<file path="config.mk">
export PLATFORM = sky130hd
export DESIGN_NAME = keyword_record_stream_parser_unit
export DESIGN_NICKNAME = d
export VERILOG_FILES = /design/src/hdl/kwp_pkg.sv /design/src/hdl/kwp_cfg.sv /design/src/hdl/kwp_parse.sv /design/src/hdl/keyword_record_stream_parser_unit.sv
export SDC_FILE = /design/constraint.sdc
export NUM_CORES = 1
export LEC_CHECK = 0
export BUFFER_PORTS_ARGS = -buffer_cell sky130_fd_sc_hd__buf_2
export CAP_MARGIN = 40
export CORE_UTILIZATION = 58
export DETAILED_ROUTE_END_ITERATION = 8
export GPL_TIMING_DRIVEN = 0
export PLACE_DENSITY = 0.83
export SLEW_MARGIN = 10
export SYNTH_ARGS = -nofsm -noshare
export SYNTH_HDL_FRONTEND = slang
export SYNTH_SLANG_ARGS = --single-unit
</file>
<file path="constraint.sdc">
create_clock -name clk -period 8.9 [get_ports clk]
set_input_delay 0.89 -clock clk [delete_from_list [all_inputs] [get_ports clk]]
set_output_delay 0.89 -clock clk [all_outputs]
set_load 0.05 [all_outputs]
</file>
<file path="src/hdl/kwp_pkg.sv">
// Shared types and constants for the keyword record stream parser.
// Used by kwp_cfg, kwp_parse and keyword_record_stream_parser_unit.
`timescale 1ns / 1ps

package kwp_pkg;

    localparam logic [31:0] HDR_MARK  = 32'd16;
    localparam logic [31:0] WORD_INTE = 32'h494E5445;
    localparam logic [31:0] WORD_REAL = 32'h5245414C;
    localparam logic [31:0] WORD_DOUB = 32'h444F5542;
    localparam logic [31:0] WORD_CHAR = 32'h43484152;
    localparam logic [31:0] WORD_LOGI = 32'h4C4F4749;

    localparam logic [1:0] KIND_HEADER = 2'd0;
    localparam logic [1:0] KIND_DATA   = 2'd1;
    localparam logic [1:0] KIND_ERROR  = 2'd2;

    localparam logic [2:0] TYPE_INTE = 3'd0;
    localparam logic [2:0] TYPE_REAL = 3'd1;
    localparam logic [2:0] TYPE_DOUB = 3'd2;
    localparam logic [2:0] TYPE_CHAR = 3'd3;
    localparam logic [2:0] TYPE_LOGI = 3'd4;

    localparam logic [2:0] ERR_NONE       = 3'd0;
    localparam logic [2:0] ERR_HDR_MARK   = 3'd1;
    localparam logic [2:0] ERR_BAD_TYPE   = 3'd2;
    localparam logic [2:0] ERR_BLK_LEN    = 3'd3;
    localparam logic [2:0] ERR_BLK_TRAIL  = 3'd4;

    localparam int unsigned PADDR_W = 4;
    localparam logic REG_MATCH = 1'b0;
    localparam logic REG_SEEK  = 1'b1;

    typedef enum logic [3:0] {
        PH_LEAD      = 4'd0,
        PH_NAME_HI   = 4'd1,
        PH_NAME_LO   = 4'd2,
        PH_COUNT     = 4'd3,
        PH_TYPE      = 4'd4,
        PH_HDR_TRAIL = 4'd5,
        PH_BLK_LEAD  = 4'd6,
        PH_DATA_A    = 4'd7,
        PH_DATA_B    = 4'd8,
        PH_BLK_TRAIL = 4'd9
    } phase_t;

    typedef struct packed {
        logic        match_enable;
        logic [63:0] target_name;
    } cfg_t;

    typedef struct packed {
        logic [1:0]  kind;
        logic [63:0] keyword_name;
        logic [30:0] value_count;
        logic [2:0]  value_type;
        logic [63:0] value;
        logic [30:0] value_index;
        logic        last;
        logic [2:0]  error_code;
    } result_t;

endpackage

</file>
<file path="src/hdl/kwp_cfg.sv">
// Configuration registers behind the APB-style port.
// Depends on kwp_pkg.
`timescale 1ns / 1ps

module kwp_cfg
    import kwp_pkg::*;
(
    input  logic               clk,
    input  logic               rst_n,
    input  logic               psel,
    input  logic               penable,
    input  logic               pwrite,
    input  logic [PADDR_W-1:0] paddr,
    input  logic [63:0]        pwdata,
    output logic [63:0]        prdata,
    output logic               pready,
    output cfg_t               cfg
);

    logic        match_enable_reg;
    logic        match_enable_next;
    logic [63:0] target_name_reg;
    logic [63:0] target_name_next;
    logic        reg_sel;
    logic        wr_en;

    assign pready  = 1'b1;
    assign reg_sel = paddr[PADDR_W-1];
    assign wr_en   = psel && penable && pwrite;

    always_comb
    begin
        match_enable_next = match_enable_reg;
        target_name_next  = target_name_reg;
        prdata            = 64'd0;
        unique case (reg_sel)
            REG_MATCH:
            begin
                prdata = {63'd0, match_enable_reg};
                if (wr_en)
                begin
                    match_enable_next = pwdata[0];
                end
            end
            REG_SEEK:
            begin
                prdata = target_name_reg;
                if (wr_en)
                begin
                    target_name_next = pwdata;
                end
            end
            default:
            begin
                prdata = 64'd0;
            end
        endcase
    end

    always_ff @(posedge clk or negedge rst_n)
    begin
        if (!rst_n)
        begin
            match_enable_reg <= 1'b0;
            target_name_reg  <= 64'd0;
        end
        else
        begin
            match_enable_reg <= match_enable_next;
            target_name_reg  <= target_name_next;
        end
    end

    assign cfg.match_enable = match_enable_reg;
    assign cfg.target_name  = target_name_reg;

endmodule

</file>
<file path="src/hdl/kwp_parse.sv">
// Record framing state and per-word decode; one word handled per step.
// Depends on kwp_pkg.
`timescale 1ns / 1ps

module kwp_parse
    import kwp_pkg::*;
(
    input  logic        clk,
    input  logic        rst_n,
    input  logic        step,
    input  logic [31:0] word,
    input  cfg_t        cfg,
    output logic        res_valid,
    output result_t     res
);

    phase_t      phase_reg, phase_next;
    logic [63:0] name_reg, name_next;
    logic [30:0] count_reg, count_next;
    logic [2:0]  type_reg, type_next;
    logic [30:0] done_reg, done_next;
    logic [31:0] bytes_reg, bytes_next;
    logic [30:0] left_reg, left_next;
    logic [31:0] high_reg, high_next;
    logic        skip_reg, skip_next;
    logic        halted_reg, halted_next;

    logic        wide;
    logic        misaligned;
    logic [30:0] nvals;
    logic [30:0] remaining;
    logic        dlv_en;
    logic [63:0] dlv_val;
    logic        fail_en;
    logic [2:0]  fail_code;
    logic        is_last;

    assign wide       = (type_reg == TYPE_DOUB) || (type_reg == TYPE_CHAR);
    assign misaligned = wide ? (word[2:0] != 3'd0) : (word[1:0] != 2'd0);
    assign nvals      = wide ? {2'b00, word[31:3]} : {1'b0, word[31:2]};
    assign remaining  = count_reg - done_reg;
    assign is_last    = (({1'b0, done_reg} + 32'd1) == {1'b0, count_reg});

    always_comb
    begin
        phase_next  = phase_reg;
        name_next   = name_reg;
        count_next  = count_reg;
        type_next   = type_reg;
        done_next   = done_reg;
        bytes_next  = bytes_reg;
        left_next   = left_reg;
        high_next   = high_reg;
        skip_next   = skip_reg;
        halted_next = halted_reg;
        dlv_en      = 1'b0;
        dlv_val     = {32'd0, word};
        fail_en     = 1'b0;
        fail_code   = ERR_NONE;

        res_valid        = 1'b0;
        res.kind         = KIND_HEADER;
        res.keyword_name = name_reg;
        res.value_count  = count_reg;
        res.value_type   = type_reg;
        res.value        = 64'd0;
        res.value_index  = 31'd0;
        res.last         = 1'b0;
        res.error_code   = ERR_NONE;

        if (step && !halted_reg)
        begin
            unique case (phase_reg)
                PH_LEAD:
                begin
                    if (word != HDR_MARK)
                    begin
                        fail_en   = 1'b1;
                        fail_code = ERR_HDR_MARK;
                    end
                    else
                    begin
                        phase_next = PH_NAME_HI;
                    end
                end
                PH_NAME_HI:
                begin
                    name_next  = {word, 32'd0};
                    phase_next = PH_NAME_LO;
                end
                PH_NAME_LO:
                begin
                    name_next  = {name_reg[63:32], word};
                    phase_next = PH_COUNT;
                end
                PH_COUNT:
                begin
                    count_next = word[30:0];
                    phase_next = PH_TYPE;
                end
                PH_TYPE:
                begin
                    phase_next = PH_HDR_TRAIL;
                    case (word)
                        WORD_INTE: type_next = TYPE_INTE;
                        WORD_REAL: type_next = TYPE_REAL;
                        WORD_DOUB: type_next = TYPE_DOUB;
                        WORD_CHAR: type_next = TYPE_CHAR;
                        WORD_LOGI: type_next = TYPE_LOGI;
                        default:
                        begin
                            phase_next = phase_reg;
                            fail_en    = 1'b1;
                            fail_code  = ERR_BAD_TYPE;
                        end
                    endcase
                end
                PH_HDR_TRAIL:
                begin
                    if (word != HDR_MARK)
                    begin
                        fail_en   = 1'b1;
                        fail_code = ERR_HDR_MARK;
                    end
                    else
                    begin
                        skip_next  = cfg.match_enable && (name_reg != cfg.target_name);
                        done_next  = 31'd0;
                        phase_next = (count_reg == 31'd0) ? PH_LEAD : PH_BLK_LEAD;
                        res_valid  = !skip_next;
                        res.kind   = KIND_HEADER;
                    end
                end
                PH_BLK_LEAD:
                begin
                    if (misaligned || (nvals > remaining))
                    begin
                        fail_en   = 1'b1;
                        fail_code = ERR_BLK_LEN;
                    end
                    else
                    begin
                        bytes_next = word;
                        left_next  = nvals;
                        phase_next = (nvals == 31'd0) ? PH_BLK_TRAIL : PH_DATA_A;
                    end
                end
                PH_DATA_A:
                begin
                    if (wide)
                    begin
                        high_next  = word;
                        phase_next = PH_DATA_B;
                    end
                    else
                    begin
                        dlv_en  = 1'b1;
                        dlv_val = {32'd0, word};
                    end
                end
                PH_DATA_B:
                begin
                    dlv_en  = 1'b1;
                    dlv_val = {high_reg, word};
                end
                PH_BLK_TRAIL:
                begin
                    if (word != bytes_reg)
                    begin
                        fail_en   = 1'b1;
                        fail_code = ERR_BLK_TRAIL;
                    end
                    else
                    begin
                        phase_next = (done_reg >= count_reg) ? PH_LEAD : PH_BLK_LEAD;
                    end
                end
                default:
                begin
                    phase_next = PH_LEAD;
                end
            endcase

            if (dlv_en)
            begin
                res_valid       = !skip_reg;
                res.kind        = KIND_DATA;
                res.value       = dlv_val;
                res.value_index = done_reg;
                res.last        = is_last;
                done_next       = done_reg + 31'd1;
                left_next       = left_reg - 31'd1;
                phase_next      = (left_reg == 31'd1) ? PH_BLK_TRAIL : PH_DATA_A;
            end

            if (fail_en)
            begin
                halted_next    = 1'b1;
                res_valid      = 1'b1;
                res.kind       = KIND_ERROR;
                res.error_code = fail_code;
            end
        end
    end

    always_ff @(posedge clk or negedge rst_n)
    begin
        if (!rst_n)
        begin
            phase_reg  <= PH_LEAD;
            name_reg   <= 64'd0;
            count_reg  <= 31'd0;
            type_reg   <= TYPE_INTE;
            done_reg   <= 31'd0;
            bytes_reg  <= 32'd0;
            left_reg   <= 31'd0;
            high_reg   <= 32'd0;
            skip_reg   <= 1'b0;
            halted_reg <= 1'b0;
        end
        else
        begin
            phase_reg  <= phase_next;
            name_reg   <= name_next;
            count_reg  <= count_next;
            type_reg   <= type_next;
            done_reg   <= done_next;
            bytes_reg  <= bytes_next;
            left_reg   <= left_next;
            high_reg   <= high_next;
            skip_reg   <= skip_next;
            halted_reg <= halted_next;
        end
    end

endmodule

</file>
<file path="src/hdl/keyword_record_stream_parser_unit.sv">
// Keyword record stream parser: top level with input and result registers.
// Depends on kwp_pkg, kwp_cfg and kwp_parse.
//
// Usage:
//   Input channel: one 32-bit stream word per transfer (in_valid/in_stall).
//   Output channel: header, data value or error results (out_valid/out_stall).
//   A word is taken when in_valid is high and in_stall is low; a result
//   is taken when out_valid is high and out_stall is low.
//   Each word is held in the input register; the parse step then loads its
//   result, if any, into the result register.
//   Throughput: one word per cycle while the receiver does not stall; the parse
//   step is a single pass from the input register to the result register.
//   Words that produce no result (markers, name, count, type, high halves,
//   skipped keywords) still pass through the input register and the parse step.
//   When the receiver stalls, the result register holds and one more word is
//   buffered in the input register; after that in_stall rises.
//   After the first framing or type error one error result is sent and all
//   later words are swallowed until reset.
//   Reset clears the valid flags of both registers and returns the parser to
//   waiting for a header lead marker; match_enable and target_name reset to zero.
//   Registers: match_enable at byte address 0, target_name at byte address 8.
`timescale 1ns / 1ps

module keyword_record_stream_parser_unit
    import kwp_pkg::*;
(
    input  logic               clk,
    input  logic               rst_n,
    input  logic               psel,
    input  logic               penable,
    input  logic               pwrite,
    input  logic [PADDR_W-1:0] paddr,
    input  logic [63:0]        pwdata,
    output logic [63:0]        prdata,
    output logic               pready,
    input  logic               in_valid,
    output logic               in_stall,
    input  logic [31:0]        word,
    output logic               out_valid,
    input  logic               out_stall,
    output logic [1:0]         kind,
    output logic [63:0]        keyword_name,
    output logic [30:0]        value_count,
    output logic [2:0]         value_type,
    output logic [63:0]        value,
    output logic [30:0]        value_index,
    output logic               last,
    output logic [2:0]         error_code
);

    cfg_t        cfg;
    logic        in_valid_reg, in_valid_next;
    logic [31:0] word_reg, word_next;
    logic        out_valid_reg, out_valid_next;
    result_t     out_reg, out_next;
    logic        advance;
    logic        step;
    logic        res_valid;
    result_t     res;

    kwp_cfg u_cfg (
        .clk     (clk),
        .rst_n   (rst_n),
        .psel    (psel),
        .penable (penable),
        .pwrite  (pwrite),
        .paddr   (paddr),
        .pwdata  (pwdata),
        .prdata  (prdata),
        .pready  (pready),
        .cfg     (cfg)
    );

    kwp_parse u_parse (
        .clk       (clk),
        .rst_n     (rst_n),
        .step      (step),
        .word      (word_reg),
        .cfg       (cfg),
        .res_valid (res_valid),
        .res       (res)
    );

    assign advance  = !out_valid_reg || !out_stall;
    assign step     = in_valid_reg && advance;
    assign in_stall = in_valid_reg && !advance;

    always_comb
    begin
        in_valid_next  = in_valid_reg;
        word_next      = word_reg;
        out_valid_next = out_valid_reg;
        out_next       = out_reg;
        if (advance)
        begin
            in_valid_next  = 1'b0;
            out_valid_next = step && res_valid;
            if (step)
            begin
                out_next = res;
            end
        end
        if (in_valid && !in_stall)
        begin
            in_valid_next = 1'b1;
            word_next     = word;
        end
    end

    always_ff @(posedge clk or negedge rst_n)
    begin
        if (!rst_n)
        begin
            in_valid_reg  <= 1'b0;
            out_valid_reg <= 1'b0;
        end
        else
        begin
            in_valid_reg  <= in_valid_next;
            out_valid_reg <= out_valid_next;
        end
    end

    always_ff @(posedge clk)
    begin
        word_reg <= word_next;
        out_reg  <= out_next;
    end

    assign out_valid    = out_valid_reg;
    assign kind         = out_reg.kind;
    assign keyword_name = out_reg.keyword_name;
    assign value_count  = out_reg.value_count;
    assign value_type   = out_reg.value_type;
    assign value        = out_reg.value;
    assign value_index  = out_reg.value_index;
    assign last         = out_reg.last;
    assign error_code   = out_reg.error_code;

`ifndef SYNTHESIS
    a_err_code_on_error_only: assert property (@(posedge clk) disable iff (!rst_n)
        out_valid |-> ((kind == KIND_ERROR) == (error_code != ERR_NONE)))
        else $error("error code does not match result kind");

    a_last_is_final_value: assert property (@(posedge clk) disable iff (!rst_n)
        (out_valid && last) |->
            (kind == KIND_DATA) && (({1'b0, value_index} + 32'd1) == {1'b0, value_count}))
        else $error("last flag on a value that is not the final one");

    a_stall_only_when_blocked: assert property (@(posedge clk) disable iff (!rst_n)
        in_stall |-> (out_valid && out_stall))
        else $error("input stalled while result side is free");

    a_silent_after_error: assert property (@(posedge clk) disable iff (!rst_n)
        (out_valid && !out_stall && (kind == KIND_ERROR)) |=> !out_valid)
        else $error("result produced after an error");
`endif

endmodule

</file>
---- Word-level counts from Yosys, hierarchy flattened ----
Index checks and enable logic that the tools add are counted.
word-level totals
  flip-flop bits (word level) ............. 528
  output and inout port bits .............. 266
  input port bits ......................... 107
cells by class
  bitwise gates (word level) .............. 5
  multiplexer cells ....................... 46
  reductions and logical operators ........ 47
  equal/unequal tests ..................... 30
  add/subtract/negate cells ............... 4
  order comparisons ....................... 2
operators with widths
  cell                                                 number
  case mux 64 bit (2 select lines)                     2
  2-to-1 mux 31 bit                                    6
  == test 32 x 31 -> 1 bit (second input constant)     5
  != test 64 bit                                       1
  zero test 31 bit                                     2
  case mux 4 bit (10 select lines)                     1
  2-to-1 mux 4 bit                                     9
  adder 31 x 1 -> 32 bit (second input constant)       1
  == test 32 x 31 -> 1 bit                             1
  != test 32 bit                                       1
  != test 32 x 5 -> 1 bit (second input constant)      1
  adder 31 x 1 -> 31 bit (second input constant)       1
  == test 31 x 1 -> 1 bit (second input constant)      1
  greater-or-equal comparator 31 bit                   1
  greater-than comparator 31 bit                       1
  subtractor 31 x 1 -> 31 bit (second input constant)  1
  subtractor 31 bit                                    1
  2-to-1 mux 30 bit                                    1
  AND reduction 3 bit                                  8
  2-to-1 mux 1 bit                                     17
  == test 4 x 3 -> 1 bit (second input constant)       4
  case mux 3 bit (5 select lines)                      1
  AND reduction 2 bit                                  7
  != test 3 bit (second input constant)                4
  24 further kinds                                     56

---- Longest topological paths before layout ----
Gate-level depths: netlist of run 1.
  depth after elaboration ................. 11
  depth in mapped cells ................... 23

---- Modules after synthesis ----
From an unflattened synthesis of run 1, not the netlist that was laid out.
second synthesis, totals
  cell total of the unflattened synthesis .. 2214
  area total of the unflattened synthesis .. 25993.7 um^2
modules (own cells, without submodules)
  module                             cells an instance  times used  sequential area each (um^2)  area an instance (um^2)
  kwp_parse                          1763               1           5755.5                       15831.4
  keyword_record_stream_parser_unit  239                1           6986.7                       7030.5
  kwp_cfg                            212                1           1626.6                       3131.8

---- Worst setup path after synthesis of run 1 ----
No wires, ideal clock.
  kind .................................... input port to flip-flop
  start ................................... input out_stall
  end ..................................... register u_parse.count_reg[10]
  path slack .............................. 1.477 ns
  path buffers ............................ 2
  cell stages on the path ................. 7
  arrival time ............................ 7.298 ns
  data required time ...................... 8.775 ns
  cell sequence ........................... nand2_1 -> and2_1 -> nand2b_1 -> clkbuf_1 -> nor4_1 -> clkbuf_1 -> mux2_2
on the way
  longest elaborated chain between the ends .. 5
ends and longest elaborated chain
  what                                  line                                     RTL
  start: declaration                    keyword_record_stream_parser_unit.sv:40  input logic out_stall,
  zero test 1 bit                       keyword_record_stream_parser_unit.sv:84  assign advance = !out_valid_reg || !out_stall;
  logical OR 1 bit                      keyword_record_stream_parser_unit.sv:84
  logical AND 1 bit                     keyword_record_stream_parser_unit.sv:85  assign step = in_valid_reg && advance;
  logical AND 1 bit                     kwp_parse.sv:71                          if (step && !halted_reg)
  AND reduction 2 bit (no source line)  -
  end signal: assignment                kwp_parse.sv:225                         count_reg <= count_next;
  end: declaration                      kwp_parse.sv:19                          logic [30:0] count_reg, count_next;
No other way between the ends.
A chain may end at the register's enable or synchronous reset.

---- Worst setup path in the final report of run 1 ----
  start ................................... register u_parse.done_reg[7]
  end ..................................... register out_reg, in the netlist error_code[1] (data pin)
on the way
  longest elaborated chain between the ends .. 7
ends and longest elaborated chain
  what                                  line                                      RTL
  start: declaration                    kwp_parse.sv:21                           logic [30:0] done_reg, done_next;
  start signal: assignment              kwp_parse.sv:227                          done_reg <= done_next;
  subtractor 31 bit (*)                 kwp_parse.sv:41                           assign remaining = count_reg - done_reg;
  greater-than comparator 31 bit (*)    kwp_parse.sv:136                          if (misaligned || (nvals > remaining))
  logical OR 1 bit (*)                  kwp_parse.sv:136
  2-to-1 mux 1 bit                      kwp_parse.sv:136
  case mux 1 bit (4 select lines)       kwp_parse.sv:73                           unique case (phase_reg)
  2-to-1 mux 1 bit                      kwp_parse.sv:71
  AND reduction 2 bit (no source line)  -
  end signal: assignment                keyword_record_stream_parser_unit.sv:127  out_reg <= out_next;
  end: declaration                      keyword_record_stream_parser_unit.sv:55   result_t out_reg, out_next;
Mark *: on every way between the ends. The rest lies on a longest branch, timed or not. The select of a mux whose other input is x is not followed.

==> results.ini, run 1 <==
[status]
status = completed

[cells_and_area]
final_area_um2 = 30900
finalNetCount = 2928
final_cells = 3397
fin_util_pct = 69.8
final_common_cell = buf_2
drive_gt1_share_pct = 24.7
area_growth_pct = 18.8
layout_common_cells = buf_2, dfrtp_1, nand2_1, edfxtp_1, mux2_2
fillerInstances = 3149

[synthesis]
synth.net_count = 2467
synth_area_um2 = 26000
ys_types = 87
synth_cells = 2295
ys.flop_type = dfrtp_1
synth-edff-count = 231
ys_seq_elements = 528
async_flop_share_pct = 56.3
yosys_warnings = 0
syn_area_per_cell_um2 = 11.3
ys_seq_area_share_pct = 55.3

[sta]
rsz0062_at_grt = false
relSlewSlack_pct = 32.8
setup_tns_ns = 0
post-route-period-util_pct = 63.5
hold_viol = 0
tightest_slew_ns = 1.01
max_freq_mhz = 177
fin_ws_ns = 3.25
setup_viol = 0
finalMaxSlewViolations = 0
fin_skew_ns = 0.0220
holdWs_ns = 0.254
finalCriticalPeriod_ns = 5.65

[global_routing]
grt_pass1_vias = 20300
grt_pass1_wl_um = 125000
overflow = 0
track_usage_pct = 37.5
antenna_found_initial = 3
grt_max_degree = 107

[setup_path]
cpPeakStageDelay_ns = 0.52
path_cells = clkbuf_1 -> inv_1 -> ha_1 -> o21ai_0 -> nand2b_1 -> a21oi_1 -> a21oi_1 -> a211oi_1 -> or4_1 -> a31oi_1 -> xor2_1 -> ha_1 -> or2_2 -> a311o_1 -> o21ai_0 -> and4_1 -> o31ai_1 -> a211oi_1 -> nor4_1
worst_path_max_delay_cell = a211oi_1
cp-end-kind = flip-flop
critPathMaxFanout = 8
startpoint_type = flip-flop
crit_type = flip-flop to flip-flop
arrival_ns = 5.99
worst_ep_required_time_ns = 9.24

[clock_tree]
ctsHoldBuffers = 0
htree_levels = 2
root_buffer = clkbuf_16
cts_buffer_depth = 3
post_cts_resized = 0
cts_tree = built
clk_pin_slew_ns = 0.06
cts_sinks = 528
post_cts_buffers = 0
clkLatencyLatePin_ns = 0.62
cts_made_buffers = 54

[route]
drt_iter0_drc = 2398
avgRoutedWirePerCell_um = 25.3
ant_nets = 0
drc = 0
routed-via-count = 21200
drt_pre_antenna_iters = 6
routed_wl_um = 86100
via_per_inst = 6.23

[power]
swShare_pct = 43.3
power_frac_comb_pct = 43.4
p_sw_mw = 4.67
fin_total_pwr_mw = 10.8
power.density_nw_per_um2 = 350
ir_worst_vdd_mv = 0.279
intPower_mw = 6.12
p_leak_nw = 13.5
clkPwrFrac_pct = 20.7
p_seq_share_pct = 35.9

[placement]
post-place-ws_ns = 3.40
io_buffers = 368
place_area_um2 = 29100
dp.cells = 3292
hpwl_um = 63700
routabilityCongestion = 0.966

[job]
drv_cap = 0

[floorplanning]
die_h_um = 214
dieArea_um2 = 45600
die_x_um = 214
rows = 77
initial_core_util_pct = 58.7
ioPinCount = 373
core-area_um2 = 44200

[worst_hold_path]
min_path_type = primary input to async pin

## synthesized netlist by cell type, types with 7 or more instances
cell type  count  share of area, %
a211oi_1      12              0.35
a21o_1         8              0.23
a21oi_1       79               1.5
a22o_1        35               1.2
a22oi_1       12              0.35
a31oi_1       10              0.24
and2_1       106               2.6
and3_1        45               1.1
and4_1        12              0.40
buf_2          8              0.15
clkbuf_1     110               1.6
dfrtp_1      297                29
edfxtp_1     231                27
ha_1          64               3.1
inv_1         66              0.95
mux2_2       134               5.8
mux2_4        29               1.7
nand2_1      249               3.6
nand2b_1      10              0.24
nand3_1       55               1.1
nand3b_1       7              0.20
nand4_1       53               1.3
nor2_1       116               1.7
nor2b_1       17              0.41
nor3_1        40              0.77
nor4_1        36              0.87
nor4b_1        7              0.24
o211ai_1      10              0.29
o21ai_0      109               2.1
o221ai_1      19              0.64
o22ai_1       11              0.26
or3_1         18              0.43
xnor2_1      126               4.2
xor2_1        41               1.4
## layout make-up
type                    count  area, um2  share of cell area, %
repair buffers            405       2380                   7.72
diodes                      3       7.51                 0.0243
inverters                  67        251                  0.815
multi-input cells        1566      10800                   35.0
flip-flops and latches    528      14400                   46.6
clock inverters            24        216                  0.702
clock buffers              78       1520                   4.94
well taps                 592        741                   2.40
plain buffers             134        566                   1.83
## final timing paths
kind / startpoint / slack [ns] / cells past startpoint / endpoint
min in group clk: word[21] / 0.45 / 1 / word_reg[21]$_DFFE_PP_
max reg2reg: u_parse.done_reg[7]$_DFFE_PN0P_ / 3.25 / 19 / error_code[1]$_SDFFCE_PN0P_
min reg2reg: u_parse.type_reg[0]$_DFFE_PN0P_ / 0.46 / 0 / value_type[0]$_DFFE_PP_
min: rst_n / 0.25 / 1 / u_cfg.target_name_reg[12]$_DFFE_PN0P_
max: u_parse.done_reg[7]$_DFFE_PN0P_ / 3.25 / 19 / error_code[1]$_SDFFCE_PN0P_
max in group asynchronous: rst_n / 7.16 / 3 / u_parse.bytes_reg[9]$_DFFE_PN0P_
## routing by layer
| metal | vias up | global-route usage, % | routed length [um] |
|---|---|---|---|
| met2 | 1288 | 60.7 | 40400 |
| met5 | - | 0 | 0 |
| met4 | 0 | 22.4 | 5630 |
| met1 | 10400 | 47.0 | 32100 |
| li1 | 9213 | - | - |
| met3 | 279 | 7.32 | 7900 |
## worst max-delay path: cells and delay by family, from the launching register on
kind	cells	cell delay, ns
AO/OA/AOI/OAI	9	2.26
flip-flops	1	0.32
buffers and inverters	2	0.47
XOR/XNOR	1	0.20
AND/OR/NAND/NOR	5	1.45
adder cells (fa/ha/maj)	2	0.67
## power by group through the flow
stage	logic [mW]	registers, mW	clock network, mW
2_1_floorplan	2.67	4.43	0
3_3_place_gp	4.40	3.90	0
3_5_place_dp	4.57	3.88	0
4_1_cts	4.61	3.85	2.24
5_1_grt	5.02	3.92	2.34
6_report	4.68	3.88	2.23
## cell families (layout without fill, tap and decap cells)
| logic type | Yosys count | after routing | synth area share (%) |
|---|---|---|---|
| muxes | 168 | 168 | 7.68 |
| xor gates and xnor gates | 167 | 167 | 5.63 |
| other | 1 | 4 | 0.0144 |
| DFF | 528 | 528 | 55.3 |
| buffers and inverters | 201 | 708 | 3.15 |
| AOI/OAI and AO/OA | 367 | 367 | 9.22 |
| adders and majority gates | 65 | 65 | 3.16 |
| and+or+nand+nor | 798 | 798 | 15.8 |
Note: power is estimated with default switching activity, not from simulation.
==> inputs of run 2 (changes only) <==
clock period = 5.6 ns   (was 8.9 ns; I/O delays follow)
==> run 2 against run 1 <==
- register-to-register slack got worse by 3.1 ns
- fmax rose by 4.3%
- cell area rose by 0.85%
- non-clock buffer count rose by 5
- hold slack got worse by 0.14 ns
- routed wire length fell by 1.1%
- count of clock-buffer cells in the layout fell by 14
- clock skew rose by 0.0086 ns
- flip-flop and latch count did not move
- critical path type unchanged
- clock power rose by 74%
- via count barely moved
- combinational power rose by 60%
==> results.ini, run 2 (synthesis results as in run 1) <==
[status]
status = completed

[placement]
io_buffers = 368
hpwl_um = 63100
routabilityCongestion = 0.979

[cells_and_area]
fillerInstances = 3144
layout_common_cells = buf_2, dfrtp_1, nand2_1, edfxtp_1, mux2_2
area_growth_pct = 19.8
drive_gt1_share_pct = 25.3
multi_input_area_um2 = 10800
seq_area_um2 = 14400
finalNetCount = 2933
final_common_cell = buf_2
antenna_cells = 0

[clock_tree]
clk_pin_slew_ns = 0.06
htree_levels = 2
cts_made_buffers = 54
cts_sinks = 528
clkLatencyLatePin_ns = 0.63
root_buffer = clkbuf_16
cts_buffer_depth = 3
cts_tree = built

[worst_hold_path]
holdPathEnd = word_reg[21]$_DFFE_PP_
min_path_cells = 1
min_path_type = primary input to flip-flop
min_from = word[21]

[global_routing]
track_usage_pct = 37.2
antenna_found_initial = 3
overflow = 0
grt_max_degree = 116
grt_pass1_vias = 20400
grt_pass1_wl_um = 125000

[job]
drv_cap = 0

[setup_path]
cp_common_cell = o21ai_0
r2r_end = u_parse.bytes_reg[30]$_DFFE_PN0P_
path_buf_inv = 5
r2r_cells = 22
startpoint_type = flip-flop
worst_path_max_delay_cell = and4_4
arrival_ns = 5.90
r2r_slack_ns = 0.18
critPathMaxFanout = 10
worst_ep_required_time_ns = 6.09
cpPeakStageDelay_ns = 0.34
cp_top_family = compound AO/OA/AOI/OAI gates
crit_type = flip-flop to flip-flop
crit-reg2reg-launch = u_parse.done_reg[14]$_DFFE_PN0P_
cp-end-kind = flip-flop
path_cells = clkbuf_1 -> inv_1 -> ha_1 -> clkbuf_1 -> a21oi_1 -> o21ai_0 -> nor3_1 -> o31a_1 -> a31oi_2 -> a21o_1 -> a21oi_1 -> xor2_1 -> ha_1 -> o21ai_0 -> nor2_1 -> a311o_1 -> o21ai_0 -> and4_4 -> o31a_1 -> buf_6 -> buf_6 -> mux2_4

[power]
p_leak_nw = 13.6
clkPwrFrac_pct = 22.2
power.density_nw_per_um2 = 563
ir_worst_vdd_mv = 0.441
intPower_mw = 10.1
p_seq_share_pct = 35.1
p_sw_mw = 7.47
power_frac_comb_pct = 42.7
fin_total_pwr_mw = 17.5
swShare_pct = 42.6

[sta]
tightest_slew_ns = 0.957
post-route-period-util_pct = 96.7
finalMaxSlewViolations = 0
fin_skew_ns = 0.0306
holdWs_ns = 0.115
rsz0062_at_grt = false
relSlewSlack_pct = 36.2
max_freq_mhz = 185
setup_viol = 0
hold_viol = 0
finalCriticalPeriod_ns = 5.42

[route]
via_per_inst = 6.22
routed-via-count = 21100
ant_nets = 0
avgRoutedWirePerCell_um = 25.1
drc = 0
drt_iter0_drc = 2335
routed_wl_um = 85200
drt_pre_antenna_iters = 5

[floorplanning]
core-area_um2 = 44200
rows = 77
die_x_um = 214
dieArea_um2 = 45600
ioPinCount = 373
die_h_um = 214
initial_core_util_pct = 58.7

run 2: cell count changes in the layout (fill, tap and decap cells not counted), sizes merged:
cell / before / now
inv: 67 / 68
clkbuf: 191 / 177
dlygate4sd3: 0 / 1
buf: 426 / 430
clkinvlp: 1 / 3
bufinv: 2 / 9
diode: 3 / 0
clkinv: 21 / 25
run 2: worst max path at each step:
stage                                      from                                end  slack [ns]  depth (start not counted)
2_1_floorplan             out_valid$_DFFE_PN0N_  u_parse.count_reg[10]$_DFFE_PN0P_        0.60                          7
3_3_place_gp                              rst_n    u_parse.type_reg[0]$_DFFE_PN0P_       -1.62                          1
3_5_place_dp   u_parse.done_reg[14]$_DFFE_PN0P_        error_code[1]$_SDFFCE_PN0P_        0.18                         21
4_1_cts         u_parse.done_reg[1]$_DFFE_PN0P_  u_parse.bytes_reg[30]$_DFFE_PN0P_        0.15                         19
5_1_grt         u_parse.done_reg[1]$_DFFE_PN0P_  u_parse.bytes_reg[30]$_DFFE_PN0P_        0.03                         19
6_report       u_parse.done_reg[14]$_DFFE_PN0P_  u_parse.bytes_reg[30]$_DFFE_PN0P_        0.18                         22
run 2: timing repair:
action / in CTS / in global routing
gates resized for setup: 0 / 8
hold endpoints to repair: 9 / 0
hold buffers: 1 / 0
endpoints found under the setup margin: 0 / 68
setup buffers: 0 / 2
run 2: routing by layer:
metal / up-vias / track usage [%] / routed length [um]
li1: 9206 / - / -
met1: 10400 / 46.5 / 32000
met2: 1262 / 60.4 / 40100
met3: 285 / 6.78 / 7760
met4: 4 / 23.0 / 5240
met5: - / 0 / 25
run 2: power by group through the flow:
stage | Combinational, mW | Clock [mW] | Sequential [mW]
2_1_floorplan | 4.25 | 0 | 7.02
3_5_place_dp | 7.24 | 0 | 6.18
5_1_grt | 8.06 | 4.06 | 6.23
4_1_cts | 7.29 | 3.90 | 6.12
3_3_place_gp | 6.97 | 0 | 6.17
6_report | 7.48 | 3.88 | 6.16
run 2: final cells by class:
cell class,instances,area share (%)
Buffer,133,1.81
Tap cell,592,2.38
Sequential cell,528,46.2
Clock buffer,64,4.66
Clock inverter,38,1.53
Timing Repair Buffer,411,7.82
Inverter,67,0.808
Multi-Input combinational cell,1566,34.8
run 2: stage by stage:
step	setup WS (ns)	cell area, um2	utilization (%)	cells	setup TNS (ns)
after floorplan	0.601	26000	-	2295	0
after global placement	-1.62	28600	64.6	3255	-548.14
after detailed placement	0.182	29100	65.8	3292	0
after CTS	0.152	31000	70.2	3395	0
after global routing	0.0310	31100	70.4	3399	0
final	0.185	31100	70.4	3399	0
==> inputs of run 3 (changes only) <==
CORE_ASPECT_RATIO = 0.8   (was unset)
==> run 3 against run 2 <==
- sequential power about the same
- flip-flop and latch count unchanged
- power down 0.99%
- core utilization down 0.075 points
- largest power group unchanged
- highest routed layer unchanged
==> results.ini, run 3 (synthesis results as in run 1) <==
[power]
power.density_nw_per_um2 = 566
power_frac_comb_pct = 44.7
clkPwrFrac_pct = 20.0
intPower_mw = 9.66
p_seq_share_pct = 35.4
swShare_pct = 44.3
ir_worst_vdd_mv = 0.333
p_leak_nw = 13.4
p_sw_mw = 7.69

[worst_hold_path]
holdPathEnd = word_reg[24]$_DFFE_PP_
min_path_type = primary input to flip-flop
min_path_cells = 1
min_from = word[24]

[route]
drc = 0
avgRoutedWirePerCell_um = 25.5
routed_wl_um = 86000
via_per_inst = 6.35
drt_pre_antenna_iters = 6
ant_nets = 0
drt_iter0_drc = 3226
routed-via-count = 21400

[cells_and_area]
drive_gt1_share_pct = 24.8
finalNetCount = 2911
final_common_cell = buf_2
layout_common_cells = buf_2, dfrtp_1, nand2_1, edfxtp_1, mux2_2
area_growth_pct = 18.1

[global_routing]
grt_pass1_wl_um = 127000
antenna_found_initial = 3
overflow = 0
grt_pass1_vias = 20100
grt_max_degree = 108
track_usage_pct = 37.6

[sta]
holdWs_ns = 0.120
post-route-period-util_pct = 98.4
setup_viol = 0
finalCriticalPeriod_ns = 5.51
max_freq_mhz = 182
finalMaxSlewViolations = 0
relSlewSlack_pct = 32.6
setup_tns_ns = 0
tightest_slew_ns = 1.01
hold_viol = 0
fin_skew_ns = 0.0462

[placement]
io_buffers = 368
routabilityCongestion = 0.953
hpwl_um = 63600

[clock_tree]
cts_made_buffers = 50
cts_sinks = 528
cts_tree = built
cts_buffer_depth = 3
root_buffer = clkbuf_16
htree_levels = 2
clk_pin_slew_ns = 0.07
clkLatencyLatePin_ns = 0.64

[floorplanning]
dieArea_um2 = 45600
rows = 68
core-area_um2 = 43600
ioPinCount = 373
initial_core_util_pct = 59.5
die_h_um = 191
die_x_um = 239

[setup_path]
cp-end-kind = flip-flop
critPathMaxFanout = 10
crit-reg2reg-launch = u_parse.done_reg[7]$_DFFE_PN0P_
r2r_slack_ns = 0.09
worst_ep_required_time_ns = 6.09
startpoint_type = flip-flop
crit_type = flip-flop to flip-flop
arrival_ns = 6.00
r2r_cells = 20
r2r_end = u_parse.bytes_reg[24]$_DFFE_PN0P_

[status]
status = completed

[job]
drv_cap = 0

==> run 3: cell types whose count changed in the layout (fill, tap and decap cells not counted), sizes merged <==
| cell | previous run | this run |
|---|---|---|
| buf | 430 | 415 |
| bufinv | 9 | 3 |
| clkbuf | 177 | 176 |
| clkdlybuf4s18 | 0 | 1 |
| clkinv | 25 | 21 |
| clkinvlp | 3 | 1 |
| diode | 0 | 2 |
| inv | 68 | 69 |
==> run 3: routing by layer <==
layer / routed length, um / track usage, %
met5: 13 / 0
met4: 2660 / 11.7
met3: 10900 / 9.43
met2: 36600 / 53.9
met1: 35800 / 56.0
==> run 3: worst max-delay path, stage by stage (launching register included) <==
cell and delay [ns]:
dfrtp_1 0.32, clkbuf_1 0.28, inv_1 0.14, ha_1 0.39
o21ai_0 0.11, nand2b_1 0.16, a21oi_1 0.14, a21oi_4 0.21
a211oi_1 0.14, or4_1 0.50, a31oi_2 0.24, xor2_1 0.29
ha_1 0.30, or2_2 0.30, a311o_1 0.36, o21ai_2 0.19
and4_1 0.28, o31a_1 0.24, buf_6 0.22, buf_6 0.23
mux2_4 0.32
==> run 3: worst max-delay path by stage <==
stage / from / slack [ns] / depth (start not counted) / endpoint
2_1_floorplan: out_valid$_DFFE_PN0N_ / 0.60 / 7 / u_parse.count_reg[10]$_DFFE_PN0P_
3_3_place_gp: rst_n / -1.72 / 1 / u_parse.done_reg[16]$_DFFE_PN0P_
3_5_place_dp: u_parse.count_reg[1]$_DFFE_PN0P_ / -0.18 / 17 / error_code[1]$_SDFFCE_PN0P_
4_1_cts: u_parse.count_reg[0]$_DFFE_PN0P_ / 0.006 / 22 / u_parse.bytes_reg[24]$_DFFE_PN0P_
5_1_grt: u_parse.done_reg[7]$_DFFE_PN0P_ / -0.02 / 20 / u_parse.bytes_reg[24]$_DFFE_PN0P_
6_report: u_parse.done_reg[7]$_DFFE_PN0P_ / 0.09 / 20 / u_parse.bytes_reg[24]$_DFFE_PN0P_
==> run 3: final cells by class <==
type / count / area, um2
antenna: 2 / 5.00
sequential: 528 / 14400
clock inverter: 27 / 273
fill: 3079 / 13000
buffer: 130 / 551
tap: 595 / 744
clock buffer: 67 / 1380
multi-input combinational: 1566 / 10900
inverter: 67 / 251
timing repair buffer: 396 / 2240
==> run 3: per-stage QoR <==
step | std cells | area, um2 | power (mW) | utilization [%] | worst slack, ns
6_report | 3378 | 30700 | 17.3 | 70.3 | 0.0912
5_1_grt | 3378 | 30700 | 18.1 | 70.3 | -0.0211
4_1_cts | 3376 | 30600 | 17.0 | 70.1 | 0.00562
3_5_place_dp | 3281 | 28900 | 13.5 | 66.3 | -0.184
3_3_place_gp | 3258 | 28600 | 13.3 | 65.4 | -1.72
2_1_floorplan | 2295 | 26000 | 11.3 | - | 0.601
==> run 3: power by group through the flow <==
| stage | clock (mW) | combinational, mW | sequential (mW) |
|---|---|---|---|
| 2_1_floorplan | 0 | 4.25 | 7.02 |
| 3_3_place_gp | 0 | 7.18 | 6.14 |
| 3_5_place_dp | 0 | 7.39 | 6.16 |
| 4_1_cts | 3.47 | 7.46 | 6.09 |
| 5_1_grt | 3.62 | 8.24 | 6.21 |
| 6_report | 3.46 | 7.75 | 6.14 |
==> run 3: what timing repair did <==
action	CTS	global route
setup buffers	0	2
pin swaps	0	3
gates cloned	0	0
endpoints found under the setup margin	62	72
hold buffers	1	0
hold endpoints to repair	1	0
gates resized for setup	3	12
